==> src/rtl/access_list_table_engine_assert.svh <==
// Assertion macros for the access list table engine
`ifndef ACCESS_LIST_TABLE_ENGINE_ASSERT_SVH
`define ACCESS_LIST_TABLE_ENGINE_ASSERT_SVH
`ifndef SYNTH
`define ALTE_ASSERT_ALWAYS(lbl, clk, rst, expr) \
   lbl: assert property (@(posedge clk) disable iff (rst) (expr)) \
      else $error("invariant violated");
`define ALTE_ASSERT_NEXT(lbl, clk, rst, ante, cons) \
   lbl: assert property (@(posedge clk) disable iff (rst) (ante) |=> (cons)) \
      else $error("sequence violated");
`else
`define ALTE_ASSERT_ALWAYS(lbl, clk, rst, expr)
`define ALTE_ASSERT_NEXT(lbl, clk, rst, ante, cons)
`endif
`endif

==> src/rtl/alte_ram.sv <==
`default_nettype none
module alte_ram #(
   parameter int WIDTH = 8,
   parameter int DEPTH = 32
) (
   input  wire logic                     clock,
   input  wire logic                     we,
   input  wire logic [$clog2(DEPTH)-1:0] waddr,
   input  wire logic [WIDTH-1:0]         wdata,
   input  wire logic [$clog2(DEPTH)-1:0] raddr,
   output logic      [WIDTH-1:0]         rdata
);
   logic [WIDTH-1:0] mem [DEPTH];

   always_ff @(posedge clock) begin
      if (we) begin
         mem[waddr] <= wdata;
      end
      rdata <= mem[raddr];
   end
endmodule
`default_nettype wire

==> config.mk <==
export PLATFORM = sky130hd
export DESIGN_NAME = alte_ram
export DESIGN_NICKNAME = d
export VERILOG_FILES = /design/src/rtl/access_list_table_engine_assert.svh /design/src/rtl/alte_ram.sv
export SDC_FILE = /design/constraint.sdc
export NUM_CORES = 1
export LEC_CHECK = 0
export BUFFER_PORTS_ARGS = -buffer_cell sky130_fd_sc_hd__buf_4
export CAP_MARGIN = 20
export CORE_ASPECT_RATIO = 0.9
export CORE_MARGIN = 8
export CORE_UTILIZATION = 57
export DETAILED_ROUTE_END_ITERATION = 16
export GPL_TIMING_DRIVEN = 0
export PLACE_DENSITY = 0.74
export SKIP_LAST_GASP = 1
export SLEW_MARGIN = 30
export SYNTH_ARGS = -nofsm -noshare
export SYNTH_HDL_FRONTEND = slang
export SYNTH_SLANG_ARGS = --single-unit
==> constraint.sdc <==
create_clock -name clock -period 3.06 [get_ports clock]
set_input_delay 0.459 -clock clock [delete_from_list [all_inputs] [get_ports clock]]
set_output_delay 0.459 -clock clock [all_outputs]
set_load 0.005 [all_outputs]
Yosys cells after proc, flatten, opt, wreduce, memory -nomap -nowiden
Memory sizes are Yosys's and may differ from the RTL's. A register that Yosys moved wholly into a read port is not among the register bits.
Cells that the tools add are included.
W data, S select, Z words.
{"block": "totals", "mem_bits_rw": 256, "romBits": 0, "in_bits": 20, "out_inout_bits": 8, "latchBits": 0, "elab_cells": 3, "register_bits": 0, "memories": 1}
{"name": "mem", "words": 32, "width": 8, "read_ports": 1, "rd_clocked_by_memory_dff": 1, "wr": 1, "line": "alte_ram.sv:13", "source": "logic [WIDTH-1:0] mem [DEPTH];"}
{"block": "op_classes", "n_div": 0, "n_bitwise": 0, "n_addsub": 0, "n_lt_le_gt_ge": 0, "eq_ne": 0, "n_reduce_logical": 0, "n_shift": 0, "multipliers": 0, "muxes": 2}
{"cell": "$mux W1", "count": 2}

Logic depth before layout (Yosys ltp)
Gate-level depths: netlist (run 1).
{"block": "logic_depth", "word_depth": 2, "depth_mapped": 5, "mapped_depth_nobuf": 3}

Least setup slack after synthesis (run 1)
No wires, ideal clock.
{"block": "synth_path", "path_kind": "input port to flip-flop", "from": "in raddr[2]", "to": "reg rdata[0] (read register of mem)", "setup_slack_ns": 0.799, "stages": 5, "n_path_buf": 2, "setup_ns": 0.121, "t_arrival_ns": 2.141, "required_ns": 2.939, "cell_sequence": "clkbuf_1 clkbuf_1 mux4_2 mux4_2 mux2_2"}
{"element": "start, declared", "line": "alte_ram.sv:10", "source": "input wire logic [$clog2(DEPTH)-1:0] raddr,"}
{"element": "end, declared", "line": "alte_ram.sv:11", "source": "output logic [WIDTH-1:0] rdata"}

==> run_results.csv, run 1 <==
group,metric,value,unit
power,p_leak,0.00353,uW
logic_synthesis,syn_avg_cell_area,24.1,um2
floorplanning,die_w,156,um
global_routing,antenna_found_initial,0,
setup_path,crit_family,"multiplexers",
floorplanning,die_y,142,um
logic_synthesis,syn_nets,437,
final_layout,layout_common_cells,"edfxtp_1 (256), mux4_2 (80), nor2_1 (33)",
global_routing,grt_pass1_vias,4663,
setup_path,slowest_stage,"buf_1",
clock_network,cts.clk_slew.worst_paths,0.06,ns
setup_path,end_kind,"flop",
logic_synthesis,yosysSeqAreaShare,0.781,
global_routing,grt_start_max_net_pins,33,
sta,finalMaxSlewViolations,0,
final_layout,fin_util,0.650,
routing,routed_via_density,6.25,
global_routing,grt_first_pass_wirelength,29800,um
placed_design,place.gp.congestion,0.775,
routing,drt_iter0_drc,537,
final_layout,final_common_cell,"edfxtp_1",
logic_synthesis,synth.distinct_cells,15,
routing,wl_per_cell,27.5,um
setup_path,timing.rr.end,"rdata[4]",
setup_path,critPathMaxStageDelay,0.67,ns
setup_path,cp_num_buf_inv,2,
routing,routed_wl,19900,um
logic_synthesis,synth_seq_cells,264,
setup_path,path_max_fanout,10,
sta,post-route-period-util,0.812,
floorplanning,fp-row-count,46,
logic_synthesis,syn_inst,417,
setup_path,cp.depth,5,
setup_path,path_class,"in -> reg",
logic_synthesis,yosysWarnings,0,
clock_network,h-tree-depth,1,
clock_network,postCtsResizedCells,0,
sta,tns,0,ns
logic_synthesis,syn_area,10100,um2
setup_path,cpMostUsedCell,"mux4_2",
flow_run,drv_cap,0,
run_status,outcome,"completed",
final_layout,nets,486,
sta,rsz0062_at_grt,"false",
global_routing,grt-ovfl-total,0,
clock_network,clockBufferDepth,3,
routing,vias,4528,
final_layout,antenna_cells,0,
final_layout,stdcell_area,11300,um2
sta,finalSetupViolations,0,
setup_path,cp-start-kind,"primary input",
sta,slew_headroom,0.408,
floorplanning,initial_core_util,0.576,
setup_path,critPathLaunch,"raddr[2]",
setup_path,required,3.46,ns
placed_design,dp_hpwl,12400,um
sta,fin_crit,2.48,ns
routing,first_pass_iters,5,
clock_network,cts.sinks,264,
sta,hold_ws,0.383,ns
floorplanning,die_area,22100,um2
power,ir_drop,448,uV
global_routing,grt_usage,0.185,
sta,finalHoldViolations,0,
final_layout,drive_gt1_frac,0.331,
clock_network,root_buffer,"clkbuf_16",
min_path,min_from,"wdata[5]",
power,p_total,7480,uW
floorplanning,ios,28,
routing,antenna_left,0,
clock_network,clkLatencyLatePin,0.51,ns
final_layout,nFillCells,1104,
sta,clock_skew,0.0120,ns
sta,tightest_slew,0.884,ns
floorplanning,core,17400,um2
placed_design,io_buffers,22,
setup_path,reg2reg_slack,1.24,ns
clock_network,cts_tree,"yes",
final_layout,area_growth,12.7,%
setup_path,crit_chain,"clkbuf_1, buf_1, mux4_2, mux4_2, mux2_2",
min_path,min_to,"mem[20][5]",
power,power_density,660,nW/um2
min_path,holdPathStages,1,
placed_design,place_area,10500,um2
setup_path,cp.arrival,2.88,ns
setup_path,rr_worst_depth,3,
clock_network,cts_setup_buffers,0,
sta,fmax,0.402,GHz
setup_path,worstReg2RegStart,"mem[29][4]",
routing,drc,0,
clock_network,cts_buffers,25,
min_path,min-delay-path-class,"in -> reg",
clock_network,cts_hold_buf,0,
## flip-flops by register name, indices dropped and copies added (netlist names)
signal / flops
mem: 256
rdata: 8
## stage by stage
step | setup slack, ns | std cells
detailed placement | 0.0774 | 679
finish | 0.575 | 724
global placement | 0.112 | 679
global route | 0.563 | 724
CTS | 0.601 | 724
floorplan | 0.799 | 417
## how the worst max path moves through the flow
stage | slack [ns] | endpoint
after detailed placement | 0.08 | rdata[1]
final | 0.58 | rdata[1]
after global routing | 0.56 | rdata[1]
after floorplan | 0.80 | rdata[0]
after global placement | 0.11 | rdata[1]
after CTS | 0.60 | rdata[1]
## power by group
part | switching [uW] | total, uW | leakage [uW] | internal [uW]
Combinational | 216 | 393 | 0.000752 | 177
Clock | 1250 | 3060 | 0.000408 | 1810
Sequential | 13.2 | 4030 | 0.00237 | 4020
## layer usage
layer,up-vias,share of wire,global-route usage
li1,1877,-,-
met1,2404,0.44,0.287
met2,223,0.45,0.270
met3,24,0.090,0.0376
met4,0,0.017,0.0367
met5,-,0,0
## area by class of cell
| class | count | area, um2 | share of cell area |
|---|---|---|---|
| sequential | 264 | 7850 | 0.692 |
| multi-input combinational | 133 | 2100 | 0.185 |
| clock buffer | 32 | 672 | 0.0593 |
| tap | 240 | 300 | 0.0265 |
| timing repair buffer | 22 | 165 | 0.0146 |
| clock inverter | 13 | 143 | 0.0126 |
| buffer | 20 | 106 | 0.00938 |
## kinds of logic (layout without fill, tap and decap cells)
| logic type | Yosys count | after routing | share of synthesized area |
|---|---|---|---|
| flops | 264 | 264 | 0.781 |
| mux | 88 | 88 | 0.188 |
| simple gates | 45 | 45 | 0.0207 |
| buf+inv | 20 | 87 | 0.0106 |
## synthesized netlist by cell type (all sizes together)
cell type	n	area, um2
buf	14	83.8
clkbuf	6	22.5
dfxtp	8	160
edfxtp	256	7690
mux2	8	90.1
mux4	80	1800
nand2	1	3.75
nand3	2	10.0
nand3b	5	37.5
nor2	33	124
or3	1	6.26
or3b	3	26.3
Note: power is estimated with default switching activity, not from simulation.
==> run 2, diff against run 1 <==
--- a/config.mk
+++ b/config.mk
@@ -9,7 +9,7 @@
 export CAP_MARGIN = 20
 export CORE_ASPECT_RATIO = 0.9
 export CORE_MARGIN = 8
-export CORE_UTILIZATION = 57
+export CORE_UTILIZATION = 55
 export DETAILED_ROUTE_END_ITERATION = 16
 export GPL_TIMING_DRIVEN = 0
 export PLACE_DENSITY = 0.74
==> constraint.sdc (replaced) <==
create_clock -name clock -period 2.17 [get_ports clock]
set_input_delay 0.3255 -clock clock [delete_from_list [all_inputs] [get_ports clock]]
set_output_delay 0.3255 -clock clock [all_outputs]
set_load 0.005 [all_outputs]
==> run 2 against run 1 <==
Combinational power increased by 42%. Sequential power increased by 41%. Cell count grew 1.1%. Sequential share of layout area decreased by 1.0 points. Register-to-register slack worse by 0.91 ns. Critical path depth did not move. Flip-flop and latch count stayed put. Via count rose by 0.27%. Clock skew fell by 0.0053 ns. Critical endpoint is now rdata[3]. Largest cell class unchanged. Largest power group unchanged. Highest routed layer unchanged.
==> run_results.csv, run 2 (synthesis gave the netlist of run 1 again) <==
group,metric,value,unit
floorplanning,initial_core_util,0.553,
floorplanning,die_w,159,um
power,p_leak,0.00361,uW
final_layout,largest_reg_flops,256,
global_routing,antenna_found_initial,0,
placed_design,place_area,10500,um2
routing,routed_via_density,6.20,
placed_design,io_buffers,22,
clock_network,cts.clk_slew.worst_paths,0.06,ns
sta,finalHoldViolations,0,
sta,rsz0062_at_grt,"false",
sta,hold_ws,0.230,ns
floorplanning,ios,28,
final_layout,nets,487,
routing,antenna_left,0,
final_layout,instances_no_fill,732,
run_status,outcome,"completed",
clock_network,cts_setup_buffers,0,
clock_network,cts_tree,"yes",
setup_path,cpMostUsedCell,"mux4_2",
floorplanning,core,18200,um2
global_routing,grt-ovfl-total,0,
clock_network,clockBufferDepth,3,
global_routing,grt_pass1_vias,4652,
final_layout,drive_gt1_frac,0.341,
power,power_density,983,nW/um2
clock_network,root_buffer,"clkbuf_16",
clock_network,cts_hold_buf,0,
setup_path,critPathMaxStageDelay,0.53,ns
power,ir_drop,570,uV
sta,tightest_slew,0.837,ns
sta,fin_crit,2.07,ns
routing,first_pass_iters,5,
clock_network,clkLatencyLatePin,0.53,ns
sta,slew_headroom,0.440,
final_layout,antenna_cells,0,
sta,finalMaxSlewViolations,0,
final_layout,area_growth,14.4,%
final_layout,layout_common_cells,"edfxtp_1 (256), mux4_2 (80), nor2_1 (33)",
setup_path,slowest_stage,"mux4_2",
setup_path,path_max_fanout,10,
sta,finalSetupViolations,0,
setup_path,cp.arrival,2.48,ns
power,p_total,11300,uW
flow_run,drv_cap,0,
sta,tns,0,ns
final_layout,top_regs,"mem x256, rdata x8",
clock_network,h-tree-depth,1,
routing,drt_iter0_drc,451,
min_path,min-delay-path-class,"in -> reg",
final_layout,regMostFlops,"mem",
global_routing,grt_first_pass_wirelength,30300,um
routing,drc,0,
clock_network,cts.sinks,264,
routing,vias,4540,
placed_design,place.gp.congestion,0.763,
floorplanning,die_y,144,um
placed_design,dp_hpwl,12900,um
sta,clock_skew,0.00671,ns
final_layout,stdcell_area,11500,um2
sta,post-route-period-util,0.954,
placed_design,placedCellCount,684,
routing,wl_per_cell,28.1,um
final_layout,final_common_cell,"edfxtp_1",
routing,routed_wl,20600,um
setup_path,path_class,"in -> reg",
global_routing,grt_usage,0.188,
setup_path,required,2.58,ns
clock_network,cts_buffers,26,
global_routing,grt_start_max_net_pins,33,
floorplanning,fp-row-count,47,
setup_path,cp-start-kind,"primary input",
floorplanning,die_area,22900,um2
setup_path,crit_chain,"clkbuf_1, clkbuf_2, mux4_2, mux4_2, mux2_2",
sta,fmax,0.483,GHz
setup_path,end_kind,"flop",
[run 2: cell count changes in the layout (fill, tap and decap cells not counted), sizes merged]
cell,previous run,this run
inv,1,0
bufinv,3,8
clkbuf,38,39
clkinvlp,0,1
clkinv,9,6
[run 2: layer usage]
metal / track usage / part of all wire / vias up
met1: 0.273 / 0.41 / 2374
met5: 0 / 0 / -
met4: 0.0496 / 0.019 / 0
met2: 0.286 / 0.47 / 247
met3: 0.0442 / 0.10 / 38
li1: - / - / 1881
[run 2: final timing paths]
check             startpoint    endpoint  slack [ns]  cells after the start
hold / removal      wdata[0]  mem[10][0]        0.23                      1
setup reg to reg  mem[15][7]    rdata[7]        0.33                      3
hold reg to reg   mem[18][0]    rdata[0]        0.95                      3
setup / recovery    raddr[2]    rdata[3]         0.1                      5
[run 2: what timing repair did]
| action | in CTS | in global routing |
|---|---|---|
| gates cloned | 0 | 0 |
| gates resized for setup | 5 | 2 |
| hold endpoints to repair | 0 | 0 |
| endpoints found under the setup margin | 8 | 8 |
[run 2: critical path: cells and delay by family]
kind | cells | cell delay [ns]
muxes | 3 | 1.24
buffers and inverters | 2 | 0.91
[run 2: area by class of cell]
class	count	area [um2]
clock inverter	15	274
tap	245	307
clock buffer	33	698
timing repair buffer	22	165
buffer	20	114
sequential	264	7850
fill	1182	6670
multi-input combinational	133	2100
[run 2: per-stage QoR]
stage	worst slack, ns	utilization
CTS	0.0160	0.633
finish	0.0998	0.633
global placement	-0.711	0.579
floorplan	0.0421	-
detailed placement	-0.687	0.579
global route	0.0243	0.633
[run 2: power by group]
part           internal (uW)  switching (uW)
clock network           3220            1840
logic                    250             308
registers               5670            19.4
total                   9140            2170
==> run 3, diff against run 2 <==
--- a/config.mk
+++ b/config.mk
@@ -12,7 +12,7 @@
 export CORE_UTILIZATION = 55
 export DETAILED_ROUTE_END_ITERATION = 16
 export GPL_TIMING_DRIVEN = 0
-export PLACE_DENSITY = 0.74
+export PLACE_DENSITY = 0.84
 export SKIP_LAST_GASP = 1
 export SLEW_MARGIN = 30
 export SYNTH_ARGS = -nofsm -noshare
==> run 3 against run 2 <==
Cell area decreased by 1.7%. Flip-flop and latch count unchanged. Critical path depth unchanged. Clock skew is 0.0055 ns higher. Maximum frequency grew 3.4%. Register-to-register slack lost 0.03 ns. Sequential power about the same. Count of clock-buffer cells in the layout decreased by 2. Critical endpoint is now rdata[6].
==> run_results.csv, run 3 (synthesis gave the netlist of run 1 again) <==
group,metric,value,unit
sta,slew_headroom,0.449,
placed_design,place_area,10500,um2
global_routing,antenna_found_initial,0,
global_routing,grt_first_pass_wirelength,30400,um
min_path,holdPathStages,1,
setup_path,cp.arrival,2.40,ns
sta,hold_ws,0.221,ns
floorplanning,ios,28,
clock_network,cts_tree,"yes",
routing,antenna_left,0,
sta,fmax,0.499,GHz
global_routing,grt_start_max_net_pins,33,
sta,clock_skew,0.0122,ns
setup_path,path_max_fanout,10,
final_layout,stdcell_area,11300,um2
placed_design,io_buffers,22,
power,power_density,920,nW/um2
sta,finalSetupViolations,0,
final_layout,drive_gt1_frac,0.337,
setup_path,rr_worst_depth,3,
clock_network,cts.clk_slew.worst_paths,0.07,ns
setup_path,end_kind,"flop",
clock_network,cts_buffers,25,
final_layout,layout_common_cells,"edfxtp_1 (256), mux4_2 (80), nor2_1 (33)",
clock_network,cts_setup_buffers,0,
power,ir_drop,744,uV
final_layout,antenna_cells,0,
routing,drt_iter0_drc,552,
final_layout,largest_reg_flops,256,
routing,drc,0,
final_layout,multiInputGateArea,2100,um2
floorplanning,die_w,159,um
routing,vias,4527,
sta,finalMaxSlewViolations,0,
sta,fin_crit,2.00,ns
routing,wl_per_cell,27.8,um
sta,finalHoldViolations,0,
clock_network,h-tree-depth,1,
final_layout,top_regs,"mem x256, rdata x8",
floorplanning,initial_core_util,0.553,
power,p_leak,0.00353,uW
final_layout,seqCellArea,7850,um2
floorplanning,fp-row-count,47,
final_layout,area_growth,12.5,%
final_layout,final_common_cell,"edfxtp_1",
setup_path,cp-start-kind,"primary input",
sta,rsz0062_at_grt,"false",
sta,fin_ws,0.167,ns
routing,first_pass_iters,5,
sta,tns,0,ns
floorplanning,die_y,144,um
clock_network,cts_hold_buf,0,
routing,routed_via_density,6.21,
flow_run,drv_cap,0,
final_layout,nFillCells,1146,
floorplanning,die_area,22900,um2
global_routing,grt_pass1_vias,4779,
clock_network,cts.sinks,264,
setup_path,required,2.57,ns
sta,post-route-period-util,0.923,
clock_network,clkLatencyLatePin,0.52,ns
placed_design,place.gp.congestion,0.790,
run_status,outcome,"completed",
floorplanning,core,18200,um2
final_layout,regMostFlops,"mem",
global_routing,grt_usage,0.187,
placed_design,place_ws,-0.592,ns
global_routing,grt-ovfl-total,0,
final_layout,nets,486,
clock_network,root_buffer,"clkbuf_16",
setup_path,path_class,"in -> reg",
clock_network,clockBufferDepth,3,
routing,routed_wl,20300,um
sta,tightest_slew,0.823,ns
min_path,min-delay-path-class,"in -> reg",
placed_design,dp_hpwl,12500,um
-- run 3: repair_timing --
item,CTS,global route
hold endpoints to repair,0,0
gates resized for setup,6,0
setup endpoints to repair,8,0
-- run 3: cell type report --
type | instances | share of cell area
Multi-Input combinational cell | 133 | 0.186
Timing Repair Buffer | 22 | 0.0146
Sequential cell | 264 | 0.694
Tap cell | 245 | 0.0271
Clock buffer | 31 | 0.0582
Buffer | 20 | 0.0101
Clock inverter | 14 | 0.0105
-- run 3: layer usage --
metal	GRT usage	wire [um]
met2	0.294	9650
met3	0.0362	1870
met5	0	0
met4	0.0719	720
met1	0.259	8020
-- run 3: worst paths after layout --
kind | startpoint | to | slack (ns)
worst min register to register | mem[6][7] | rdata[7] | 0.91
worst max register to register | mem[26][6] | rdata[6] | 0.30
worst max-delay path | raddr[2] | rdata[6] | 0.17
worst min-delay path | wdata[5] | mem[23][5] | 0.22
-- run 3: power breakdown --
group	leakage [uW]	total [uW]	switching, uW	internal (uW)
Clock	0.000388	4160	1770	2390
Combinational	0.000769	552	302	250
Sequential	0.00237	5690	21.5	5670
Total	0.00353	10400	2100	8300
-- run 3: critical path, stage by stage --
cell and delay, ns:
clkbuf_1 0.42, clkbuf_2 0.40, mux4_2 0.41, mux4_2 0.53
mux2_2 0.31
-- run 3: per-stage QoR --
stage                util  total power (uW)  cells
floorplan               -              6100    417
global placement    0.579              6310    684
detailed placement  0.579              6340    684
CTS                 0.622             10400    729
global route        0.622             10700    729
finish              0.622             10400    729
