===== config.mk =====
export PLATFORM = sky130hd
export DESIGN_NAME = alte_match
export DESIGN_NICKNAME = d
export VERILOG_FILES = /design/src/rtl/access_list_table_engine_assert.svh /design/src/rtl/alte_pkg.sv /design/src/rtl/alte_match.sv
export SDC_FILE = /design/constraint.sdc
export NUM_CORES = 1
export LEC_CHECK = 0
export ABC_CLOCK_PERIOD_IN_PS = 4400
export BUFFER_PORTS_ARGS = -buffer_cell sky130_fd_sc_hd__buf_2
export CELL_PAD_IN_SITES_DETAIL_PLACEMENT = 2
export CELL_PAD_IN_SITES_GLOBAL_PLACEMENT = 2
export CORE_AREA = 2 2 333 335
export DETAILED_ROUTE_END_ITERATION = 6
export DIE_AREA = 0 0 335 337
export PLACE_DENSITY = 0.39
export SLEW_MARGIN = 10
export SYNTH_ARGS = -nofsm -noshare
export SYNTH_HDL_FRONTEND = slang
export SYNTH_SLANG_ARGS = --single-unit
export TNS_END_PERCENT = 100

===== constraint.sdc =====
create_clock -name vclk -period 4.4
set_clock_uncertainty 0.15 [all_clocks]
set_input_delay 1.1 -clock vclk [all_inputs]
set_output_delay 1.1 -clock vclk [all_outputs]
set_load 0.01 [all_outputs]

===== src/rtl/access_list_table_engine_assert.svh =====
// Assertion macros for the access list table engine
`ifndef ACCESS_LIST_TABLE_ENGINE_ASSERT_SVH
`define ACCESS_LIST_TABLE_ENGINE_ASSERT_SVH
`ifndef SYNTH
`define ALTE_ASSERT_ALWAYS(lbl, clk, rst, expr) \
   lbl: assert property (@(posedge clk) disable iff (rst) (expr)) \
      else $error("invariant violated");
`define ALTE_ASSERT_NEXT(lbl, clk, rst, ante, cons) \
   lbl: assert property (@(posedge clk) disable iff (rst) (ante) |=> (cons)) \
      else $error("sequence violated");
`else
`define ALTE_ASSERT_ALWAYS(lbl, clk, rst, expr)
`define ALTE_ASSERT_NEXT(lbl, clk, rst, ante, cons)
`endif
`endif


===== src/rtl/alte_pkg.sv =====
`default_nettype none
package alte_pkg;
   localparam int DEPTH   = 32;
   localparam int IDX_W   = $clog2(DEPTH);
   localparam int CNT_W   = IDX_W + 1;
   localparam int KEY_W   = 256;
   localparam int PERM_W  = 8;
   localparam int ACT_W   = 32;
   localparam int KEY_BYTES = KEY_W / 8;

   localparam logic [1:0] CMD_LOOKUP = 2'd0;
   localparam logic [1:0] CMD_APPLY  = 2'd1;
   localparam logic [1:0] CMD_TOUCH  = 2'd2;
   localparam logic [1:0] CMD_CLEAR  = 2'd3;

   localparam logic [7:0] REG_ROLE_MASK  = 8'd0;
   localparam logic [7:0] REG_GUEST_CODE = 8'd1;
   localparam logic [7:0] REG_ADMIN_CODE = 8'd2;

   localparam logic [ACT_W-1:0] ACT_MAX = 32'hFFFF_FFFF;

   typedef struct packed {
      logic [KEY_W-1:0]  key;
      logic [PERM_W-1:0] perm;
      logic [ACT_W-1:0]  act;
   } entry_type;

   typedef struct packed {
      logic hit;
      logic admin;
      logic less;
   } match_type;
endpackage
`default_nettype wire


===== src/rtl/alte_match.sv =====
`default_nettype none
module alte_match (
   input  wire alte_pkg::entry_type                ent,
   input  wire logic [alte_pkg::KEY_W-1:0]         key,
   input  wire logic [alte_pkg::KEY_W-1:0]         mask,
   input  wire logic [7:0]                         role_mask,
   input  wire logic [7:0]                         admin_code,
   input  wire logic [alte_pkg::ACT_W-1:0]         least,
   output alte_pkg::match_type                     res
);
   always_comb begin
      res.hit   = ((ent.key ^ key) & mask) == '0;
      res.admin = (ent.perm & role_mask) == admin_code;
      res.less  = ent.act < least;
   end
endmodule
`default_nettype wire


# Yosys cells after proc, flatten, opt, wreduce, memory -nomap -nowiden
# Index checks and enable logic that the tools add are counted.
dict set report classes {
  magnitude_cmp 1
  div 0
  n_reduce_logical 1
  n_mux 0
  bitwise_logic 3
  n_addsub 0
  n_eq_ne 1
  n_mul 0
  shift 0
}
# op count
set op_table {}
lappend op_table {{$and A256 B256 Y256} 1}
lappend op_table {{$logic_not A256 Y1} 1}
lappend op_table {{$xor A256 B256 Y256} 1}
lappend op_table {{$lt A32 B32 Y1} 1}
lappend op_table {{$and A8 B8 Y8} 1}
lappend op_table {{$eq A8 B8 Y1} 1}
dict set report word_totals {
  mem_bits_ro 0
  ff_bits 0
  n_memories 0
  in_bits 856
  elab_cells 6
  ramBits 0
  latch_bits 0
  out_inout_bits 3
}

# Depth between registers and ports, before layout
# Gate-level depths: netlist of the first run.
dict set report depth {
  ltp_word 3
  mapped_depth 8
  ltp_nobuf 8
}

# Worst setup path after synthesis of the first run
# No wires, ideal clock.
dict set report synth_path {
  path_kind {input to output}
  from {input port least[5] (netlist bit)}
  to {output port res[0] (netlist bit)}
  t_arrival_ns 2.281
  required_ns 3.150
  cell_stages 8
  path_buffers 0
  path_slack_ns 0.869
  cell_sequence {inv_1 -> ha_1 -> a21o_1 -> a21o_1 -> a21oi_1 -> o31ai_1 -> a21o_1 -> a21boi_1}
}
# element line_no
set synth_rtl {}
lappend synth_rtl {{start: declaration} alte_match.sv:8} ;# input wire logic [alte_pkg::ACT_W-1:0] least,
lappend synth_rtl {{end: declaration} alte_match.sv:9} ;# output alte_pkg::match_type res

==> out/metrics.csv, run 1 <==
stage,metric,value,unit
finish,clkbuf count,0,
critical_path,crit path capture type,primary output,
status,status,finished with violations,
die,io pins,859,
critical_path,peak fanout along the critical path,1,
yosys,"top cells by area, synth","xor2_1 53%, a22oi_1 22%, ha_1 8.9%",
critical_path,WS Path Type,input pin to primary output,
sta,Final period util,107.9,%
critical_path,critical path arrival,3.50,ns
critical_path,WP data required,3.15,ns
grt,vias in the first global route,9405,
routing,Post-Route M1 WL,26.07,mm
yosys,largest area contributor in the netlist,xor2_1,
finish,num sequential,0,
place,placed inst area,10600,um2
routing,routed wl met3,6.334,mm
sta,Worst-Margin Slew,0.6325,ns
finish,layout cells sized above 1,61.86,%
critical_path,CP peak stage delay,0.49,ns
die,die area,112900,um2
finish,final net count,2318,
routing,DR vias/cell,2.856,
grt,grt ovf,0,
routing,top layer in use,met5,
finish,# fillers,13280,
critical_path,crit path launch type,input pin,
routing,Pre-antenna DRT Iters,4,
grt,largest net degree at the start of global routing,4,
critical_path,crit path cell chain,"buf_2, xor2_1, a22oi_1, buf_4, nand4_1, nor4_1, buf_4, nand4_1, nor2_1, buf_2",
yosys,Ys Warns,0,
pwr,Pwr Density,90.09,nW/um2
finish,register area,0,um2
yosys,post-synth net total,1437,
yosys,Mean Syn Cell Area,7.930,um2
grt,initial antenna violation count,76,
yosys,Yosys cell types,16,
finish,Util after Layout,9.752,%
sta,Slew Limit Headroom,57.69,%
hold_path,worst min path class,input pin to primary output,
routing,Vias,8219,
die,number of core rows,122,
sta,Final Hold Violating Endpoints,0,
routing,met2 routed WL,31.65,mm
sta,PnR worst setup slack,-0.3463,ns
die,width of the die,335,um
finish,multi-input logic area,4270,um2
sta,max-slew violations,0,
status,violated checks,setup timing,
grt,Total GRT Usage,10.76,%
job,max-cap viol count,0,
finish,design area,10690,um2
sta,Setup TNS Final,-0.3463,ns
yosys,Post-Syn Area,4362,um2
sta,Final min period,4.746,ns
yosys,post-synthesis sequential area ratio,0,%
finish,area growth from synthesis to layout,145.0,%
place,GP Congestion,0.8771,
sta,max frequency,0.2107,GHz
place,Place WS,-0.9499,ns
grt,first-pass GRT wire length,81.30,mm
pwr,maximum vdd ir drop,30.29,uV
sta,RSZ-0062 raised after global routing,true,
routing,total wire length,65.26,mm
yosys,Synth top area share,53.01,%
clock_tree,cts hold-fix bufs,0,
critical_path,"delay-heaviest family, CP",simple AND/OR/NAND/NOR gates,
place,I/O Buffers,859,
pwr,Static Leak,5.551,nW
clock_tree,Post CTS Setup Buffer Count,0,
place,HPWL after DPL,63.85,mm
die,Initial Util,3.980,%
critical_path,Buffers & Inverters on Critical Path,4,
routing,drt wl/cell,22.68,um
routing,# DRC,0,
routing,DR iter-0 viols,272,
critical_path,slowest CP cell,nor4_1,
yosys,Synth Instances,550,
die,Die Ht,337,um
routing,Antenna Nets Post-Route,0,
die,Core Box Area,109600,um2
sta,final setup vio count,1,
==> power breakdown <==
part                total (W)  leakage [nW]    internal (W)  switching, W
combinational        0.000963          5.55        0.000487      0.000476
clock          0.000000000753      0.000147  0.000000000753             0
sequential                  0             0               0             0
total                0.000963          5.55        0.000487      0.000476
==> stage by stage <==
step	std cells	hold WS, ns	total power [W]
floorplan	550	2.210	0.0003076
global placement	2855	2.423	0.0009660
global route	2866	2.473	0.001069
finish	2878	2.425	0.0009629
CTS	2855	2.438	0.0009947
detailed placement	2855	2.438	0.0009866
==> area by class of cell <==
cell class / instances / area share (%)
Tap cell: 1426 / 16.69
Antenna cell: 23 / 0.5385
Multi-Input combinational cell: 519 / 39.96
Inverter: 31 / 1.089
Timing Repair Buffer: 879 / 41.72
==> worst paths after layout <==
kind,from,endpoint,slack [ns],cells past startpoint
hold / removal,admin_code[1],res[1],2.42,5
setup / recovery,key[47],res[2],-0.35,10
==> logic make-up after synthesis <==
kind of cell,count (synthesis),share of synthesized area (%)
simple gates,66,8.864
buf+inv,31,2.668
compound gates,158,26.56
xor+xnor,264,53.01
fa+ha+maj,31,8.893
==> layout by cell type, fill, tap and decap left out <==
| cell type | instances |
|---|---|
| buf_2 | 858 |
| xor2_1 | 263 |
| a22oi_1 | 127 |
| nand4_1 | 43 |
| inv_1 | 31 |
| ha_1 | 31 |
| diode_2 | 23 |
| buf_4 | 20 |
| a21o_1 | 16 |
| nand2_1 | 8 |
| a21oi_1 | 8 |
| nor4_1 | 6 |
| nor2_1 | 5 |
| nor4_2 | 3 |
| o21ai_0 | 3 |
| xor2_2 | 1 |
| a22oi_2 | 1 |
| nand2b_1 | 1 |
| a211oi_1 | 1 |
| o31ai_1 | 1 |
| a21boi_1 | 1 |
| buf_8 | 1 |
==> tightest hold or removal path, delay by kind of cell <==
family	cells	cell delay (ns)
xor+xnor	1	0.06
simple gates	2	0.11
buf+inv	2	0.21
==> synth_stat cells <==
library cell,instances
inv_1,31
o31ai_1,1
nand4_1,43
nor4_2,1
nor4_1,8
a211oi_1,1
o21ai_0,3
nand2_1,8
ha_1,31
a22oi_1,128
nand2b_1,1
xor2_1,264
a21o_1,16
a21oi_1,8
a21boi_1,1
nor2_1,5
==> layer usage <==
metal	global-route usage, %	up-vias
met5	0.5957	-
met4	1.431	26
met3	3.485	110
met2	18.97	566
met1	12.91	3683
li1	-	3834
==> repair_timing <==
action                     in CTS  in global routing
pin swaps                       5                  1
resized for setup               5                  1
setup endpoints to repair       1                  1
cloned                          0                  0
Power figures use the tool's default switching activity.
==> inputs of run 2 (changes only) <==
--- a/config.mk
+++ b/config.mk
@@ -5,14 +5,15 @@
 export SDC_FILE = /design/constraint.sdc
 export NUM_CORES = 1
 export LEC_CHECK = 0
-export ABC_CLOCK_PERIOD_IN_PS = 4400
-export BUFFER_PORTS_ARGS = -buffer_cell sky130_fd_sc_hd__buf_2
+export ABC_CLOCK_PERIOD_IN_PS = 5500
 export CELL_PAD_IN_SITES_DETAIL_PLACEMENT = 2
 export CELL_PAD_IN_SITES_GLOBAL_PLACEMENT = 2
-export CORE_AREA = 2 2 333 335
+export CORE_AREA = 2 2 335 337
 export DETAILED_ROUTE_END_ITERATION = 6
-export DIE_AREA = 0 0 335 337
-export PLACE_DENSITY = 0.39
+export DIE_AREA = 0 0 337 339
+export DONT_BUFFER_PORTS = 1
+export GPL_ROUTABILITY_DRIVEN = 0
+export PLACE_DENSITY = 0.3
 export SLEW_MARGIN = 10
 export SYNTH_ARGS = -nofsm -noshare
 export SYNTH_HDL_FRONTEND = slang
==> constraint.sdc (replaced) <==
create_clock -name vclk -period 5.5
set_clock_uncertainty 0.15 [all_clocks]
set_input_delay 1.375 -clock vclk [all_inputs]
set_output_delay 1.375 -clock vclk [all_outputs]
set_load 0.01 [all_outputs]
==> out/metrics.csv, run 2 (synthesis results as in run 1) <==
stage,metric,value,unit,change
finish,register area,0,um2,unchanged
routing,Pre-antenna DRT Iters,5,,was 4
sta,Setup TNS Final,0,ns,was -0.3463 ns
pwr,clock network power share,0,%,about the same
grt,first-pass GRT wire length,64.46,mm,was 81.30 mm
clock_tree,Post CTS Setup Buffer Count,0,,unchanged
pwr,maximum vdd ir drop,21.00,uV,was 30.29 uV
grt,grt ovf,0,,unchanged
pwr,Sequential Power Share,0,%,about the same
critical_path,critical path arrival,3.63,ns,was 3.50 ns
die,die area,114200,um2,was 112900 um2
routing,drt wl/cell,26.53,um,was 22.68 um
sta,RSZ-0062 raised after global routing,false,,was true
die,Initial Util,3.952,%,was 3.980%
sta,Final period util,93.66,%,
finish,Util after Layout,5.780,%,was 9.752%
routing,Vias,5086,,was 8219
grt,vias in the first global route,5779,,was 9405
grt,largest net degree at the start of global routing,4,,unchanged
pwr,Static Leak,2.143,nW,was 5.551 nW
finish,"commonest non-fill, non-tap cells in the layout","264 x xor2_1, 127 x a22oi_1, 43 x nand4_1, 31 x inv_1, 31 x ha_1",,"was 858 x buf_2, 263 x xor2_1, 127 x a22oi_1, 43 x nand4_1"
finish,num sequential,0,,unchanged
grt,Total GRT Usage,8.852,%,was 10.76%
die,width of the die,337,um,was 335 um
sta,Final min period,5.152,ns,
hold_path,worst min path class,input pin to primary output,,unchanged
routing,# DRC,0,,unchanged
job,max-cap viol count,0,,unchanged
sta,final setup vio count,0,,was 1
routing,DR iter-0 viols,266,,was 272
sta,Hold Slack,2.795,ns,was 2.425 ns
grt,initial antenna violation count,33,,was 76
routing,total wire length,54.69,mm,was 65.26 mm
sta,Final Hold Violating Endpoints,0,,unchanged
place,HPWL after DPL,53.51,mm,was 63.85 mm
finish,Layout Cells excl Fill,2061,,was 2878
critical_path,WP data required,3.97,ns,was 3.15 ns
routing,Antenna Nets Post-Route,0,,unchanged
critical_path,crit path capture type,primary output,,unchanged
place,Place WS,-0.5718,ns,was -0.9499 ns
critical_path,crit path launch type,input pin,,unchanged
sta,max-slew violations,0,,unchanged
pwr,Pwr Density,62.32,nW/um2,was 90.09 nW/um2
sta,PnR worst setup slack,0.3484,ns,was -0.3463 ns
finish,"leading cell type in the layout, fill and taps excluded",xor2_1,,was buf_2
sta,Worst-Margin Slew,0.7299,ns,was 0.6325 ns
pwr,Sw Ratio,55.90,%,was 49.46%
sta,Slew Limit Headroom,51.18,%,was 57.69%
critical_path,peak fanout along the critical path,1,,unchanged
pwr,P_sw,0.0002222,W,was 0.0004763 W
sta,max frequency,0.1941,GHz,
finish,area growth from synthesis to layout,46.24,%,was 145.0%
finish,clkbuf count,0,,unchanged
die,io pins,859,,unchanged
place,I/O Buffers,0,,was 859
status,status,"complete, no violations",,was finished with violations
die,number of core rows,122,,unchanged
pwr,internal power,0.0001753,W,was 0.0004866 W
clock_tree,# resized after CTS,4,,was 5
routing,DR vias/cell,2.468,,was 2.856
clock_tree,cts hold-fix bufs,0,,unchanged
place,dpl cells,2051,,was 2855
critical_path,WS Path Type,input pin to primary output,,unchanged
finish,layout cells sized above 1,3.197,%,was 61.86%
finish,final net count,1452,,was 2318
pwr,Logic pwr share,100.0,%,about the same
die,Die Ht,339,um,was 337 um
die,Core Box Area,110400,um2,was 109600 um2
-- run 2: changes by cell type in the layout (fill, tap and decap cells not counted), sizes merged --
cell,delta
buf,-866
diode,-13
-- run 2: power by group through the flow --
| stage | logic, W | registers [W] | clock network, W |
|---|---|---|---|
| final | 0.000398 | 0 | 0.000000000247 |
| after global placement | 0.000400 | 0 | 0 |
| after global routing | 0.000445 | 0 | 0.000000000172 |
| after floorplan | 0.000246 | 0 | 0 |
| after CTS | 0.000413 | 0 | 0 |
| after detailed placement | 0.000408 | 0 | 0 |
-- run 2: path summary, 6_finish.rpt --
| path | from | end | cells past startpoint |
|---|---|---|---|
| worst max-delay path | key[5] | res[2] | 8 |
| worst min-delay path | admin_code[6] | res[1] | 3 |
-- run 2: metal layers --
metal  wire, um  GRT usage, %
met5        115             0
met4       1791         2.586
met3       3787         2.036
met2      26610         15.43
met1      22380         10.71
-- run 2: worst max-delay path, cell delays in order --
cell and delay [ns]:
xor2_1 0.22, a22oi_2 0.45, nand4_1 0.22, buf_4 0.18, nor4_2 0.35, nand4_1 0.39
nor2_2 0.26, buf_4 0.16
-- run 2: layout make-up --
class                      instances  area (um2)
fill                           13190      104000
multi-input combinational        519        4274
tap                             1488        1862
inverter                          31       116.4
timing repair buffer              13       101.3
antenna                           10       25.02
-- run 2: stage by stage --
step / instance area (um2) / total power (W)
final: 6379 / 0.0003975
after global routing: 6371 / 0.0004445
after CTS: 6354 / 0.0004130
after detailed placement: 6331 / 0.0004076
after global placement: 6320 / 0.0004003
after floorplan: 4362 / 0.0002461
==> inputs of run 3 (changes only) <==
--- a/config.mk
+++ b/config.mk
@@ -13,7 +13,7 @@
 export DIE_AREA = 0 0 337 339
 export DONT_BUFFER_PORTS = 1
 export GPL_ROUTABILITY_DRIVEN = 0
-export PLACE_DENSITY = 0.3
+export PLACE_DENSITY_LB_ADDON = 0.1
 export SLEW_MARGIN = 10
 export SYNTH_ARGS = -nofsm -noshare
 export SYNTH_HDL_FRONTEND = slang
==> out/metrics.csv, run 3 (synthesis results as in run 1) <==
stage,metric,value,unit,change
hold_path,worst min path class,input pin to primary output,,unchanged
finish,clkbuf count,0,,unchanged
routing,Pre-antenna DRT Iters,6,,was 5
clock_tree,cts hold-fix bufs,0,,unchanged
die,Core Box Area,110400,um2,unchanged
grt,grt ovf,0,,unchanged
place,dpl cells,2051,,unchanged
grt,largest net degree at the start of global routing,4,,unchanged
pwr,Static Leak,2.132,nW,was 2.143 nW
routing,Antenna Nets Post-Route,0,,unchanged
sta,Final Hold Violating Endpoints,0,,unchanged
die,die area,114200,um2,unchanged
pwr,maximum vdd ir drop,15.94,uV,was 21.00 uV
critical_path,crit path capture type,primary output,,unchanged
sta,max-slew violations,0,,unchanged
routing,DR vias/cell,2.296,,was 2.468
routing,drt wl/cell,22.01,um,was 26.53 um
grt,first-pass GRT wire length,54.57,mm,was 64.46 mm
critical_path,WS Path Type,input pin to primary output,,unchanged
hold_path,Worst Hold Launch,admin_code[1],,was admin_code[6]
finish,layout cells sized above 1,3.197,%,unchanged
sta,max frequency,0.1911,GHz,was 0.1941 GHz
routing,Vias,4722,,was 5086
status,status,"complete, no violations",,unchanged
critical_path,WP data required,3.97,ns,about the same
routing,DR iter-0 viols,88,,was 266
sta,Slew Limit Headroom,50.47,%,was 51.18%
critical_path,crit path from,key[130],,was key[5]
finish,area growth from synthesis to layout,45.73,%,was 46.24%
die,number of core rows,122,,unchanged
sta,Setup TNS Final,0,ns,unchanged
sta,Final min period,5.233,ns,was 5.152 ns
routing,# DRC,0,,unchanged
finish,# fillers,13170,,was 13190
pwr,Total Power,0.0003673,W,was 0.0003975 W
finish,register area,0,um2,unchanged
critical_path,slowest CP cell,nand4_1,,was a22oi_2
finish,final net count,1452,,unchanged
grt,initial antenna violation count,20,,was 33
finish,design area,6356,um2,was 6379 um2
die,width of the die,337,um,unchanged
sta,Hold Slack,2.787,ns,was 2.795 ns
sta,Final period util,95.15,%,was 93.66%
critical_path,CP dominant cell by count,buf_4,,
critical_path,CP peak stage delay,0.50,ns,was 0.45 ns
finish,"leading cell type in the layout, fill and taps excluded",xor2_1,,unchanged
place,HPWL after DPL,44.51,mm,was 53.51 mm
critical_path,crit path cell chain,"xor2_1, a22oi_2, nand4_1, nor4_1, buf_4, nand4_1, nor2_1, buf_4, buf_4",,"was xor2_1, a22oi_2, nand4_1, buf_4, nor4_2, nand4_1, nor2_2, buf_4"
routing,total wire length,45.28,mm,was 54.69 mm
hold_path,cell depth of the worst hold path,3,,unchanged
pwr,Pwr Density,57.79,nW/um2,was 62.32 nW/um2
die,Die Ht,339,um,unchanged
die,Initial Util,3.952,%,unchanged
job,max-cap viol count,0,,unchanged
hold_path,hold endpoint,res[1],,unchanged
sta,RSZ-0062 raised after global routing,false,,unchanged
place,placed inst area,6321,um2,was 6331 um2
finish,Layout Cells excl Fill,2057,,was 2061
sta,Worst-Margin Slew,0.7362,ns,was 0.7299 ns
critical_path,crit path launch type,input pin,,unchanged
die,io pins,859,,unchanged
grt,Total GRT Usage,7.254,%,was 8.852%
finish,num sequential,0,,unchanged
finish,"commonest non-fill, non-tap cells in the layout","264 x xor2_1, 124 x a22oi_1, 43 x nand4_1, 31 x inv_1, 31 x ha_1",,"was 264 x xor2_1, 127 x a22oi_1, 43 x nand4_1, 31 x inv_1, 31 x ha_1"
critical_path,critical path arrival,3.71,ns,was 3.63 ns
critical_path,peak fanout along the critical path,1,,unchanged
grt,vias in the first global route,5711,,was 5779
place,I/O Buffers,0,,unchanged
sta,final setup vio count,0,,unchanged
## run 3: cell count changes in the layout (fill, tap and decap cells not counted)
cell	change
nor4_1	+2
buf_6	-1
diode_2	-4
nor4_2	-1
nor2_2	-1
nor2_1	+1
a22oi_2	+3
a22oi_1	-3
nor4_4	-1
buf_4	+1
## run 3: critical path: cells and delay by family
family / cells / cell delay (ns)
and+or+nand+nor: 4 / 1.42
buffers and inverters: 3 / 0.43
AOI/OAI and AO/OA: 1 / 0.33
xor gates and xnor gates: 1 / 0.15
## run 3: worst max path at each step
| stage | endpoint | slack (ns) | cells past startpoint |
|---|---|---|---|
| floorplan | res[0] | 1.42 | 8 |
| global placement | res[2] | -0.30 | 9 |
| detailed placement | res[2] | -0.24 | 9 |
| CTS | res[2] | 0.02 | 9 |
| global route | res[2] | 0.04 | 9 |
| finish | res[2] | 0.27 | 9 |
## run 3: through the flow
| step | setup WS (ns) | util, % |
|---|---|---|
| 6_report | 0.2667 | 5.759 |
| 3_3_place_gp | -0.3048 | 5.728 |
| 4_1_cts | 0.01763 | 5.746 |
| 2_1_floorplan | 1.419 | - |
| 5_1_grt | 0.04416 | 5.757 |
| 3_5_place_dp | -0.2358 | 5.728 |
## run 3: final cells by class
class              instances  area, um2  area share, %
diodes                     6      15.01         0.2362
inverters                 31      116.4          1.831
well taps               1488       1862          29.29
multi-input cells        519       4265          67.11
repair buffers            13      97.59          1.535
## run 3: report_power, final
group / internal [W] / switching (W) / leakage [nW]
clock: 0.000000000149 / 0 / 0.0000380
combinational: 0.000173 / 0.000194 / 2.13
sequential: 0 / 0 / 0
## run 3: what timing repair did
action | 4_1_cts | 5_1_grt
hold endpoints to repair | 0 | 0
endpoints found under the setup margin | 1 | 0
resized for setup | 4 | 0
buffers inserted | 0 | 0
## run 3: layer usage
layer  track usage, %  routed length [um]
met1            6.860               14410
met2            14.91               25660
met3            1.722                3672
met4            2.279                1450
met5                0                  91
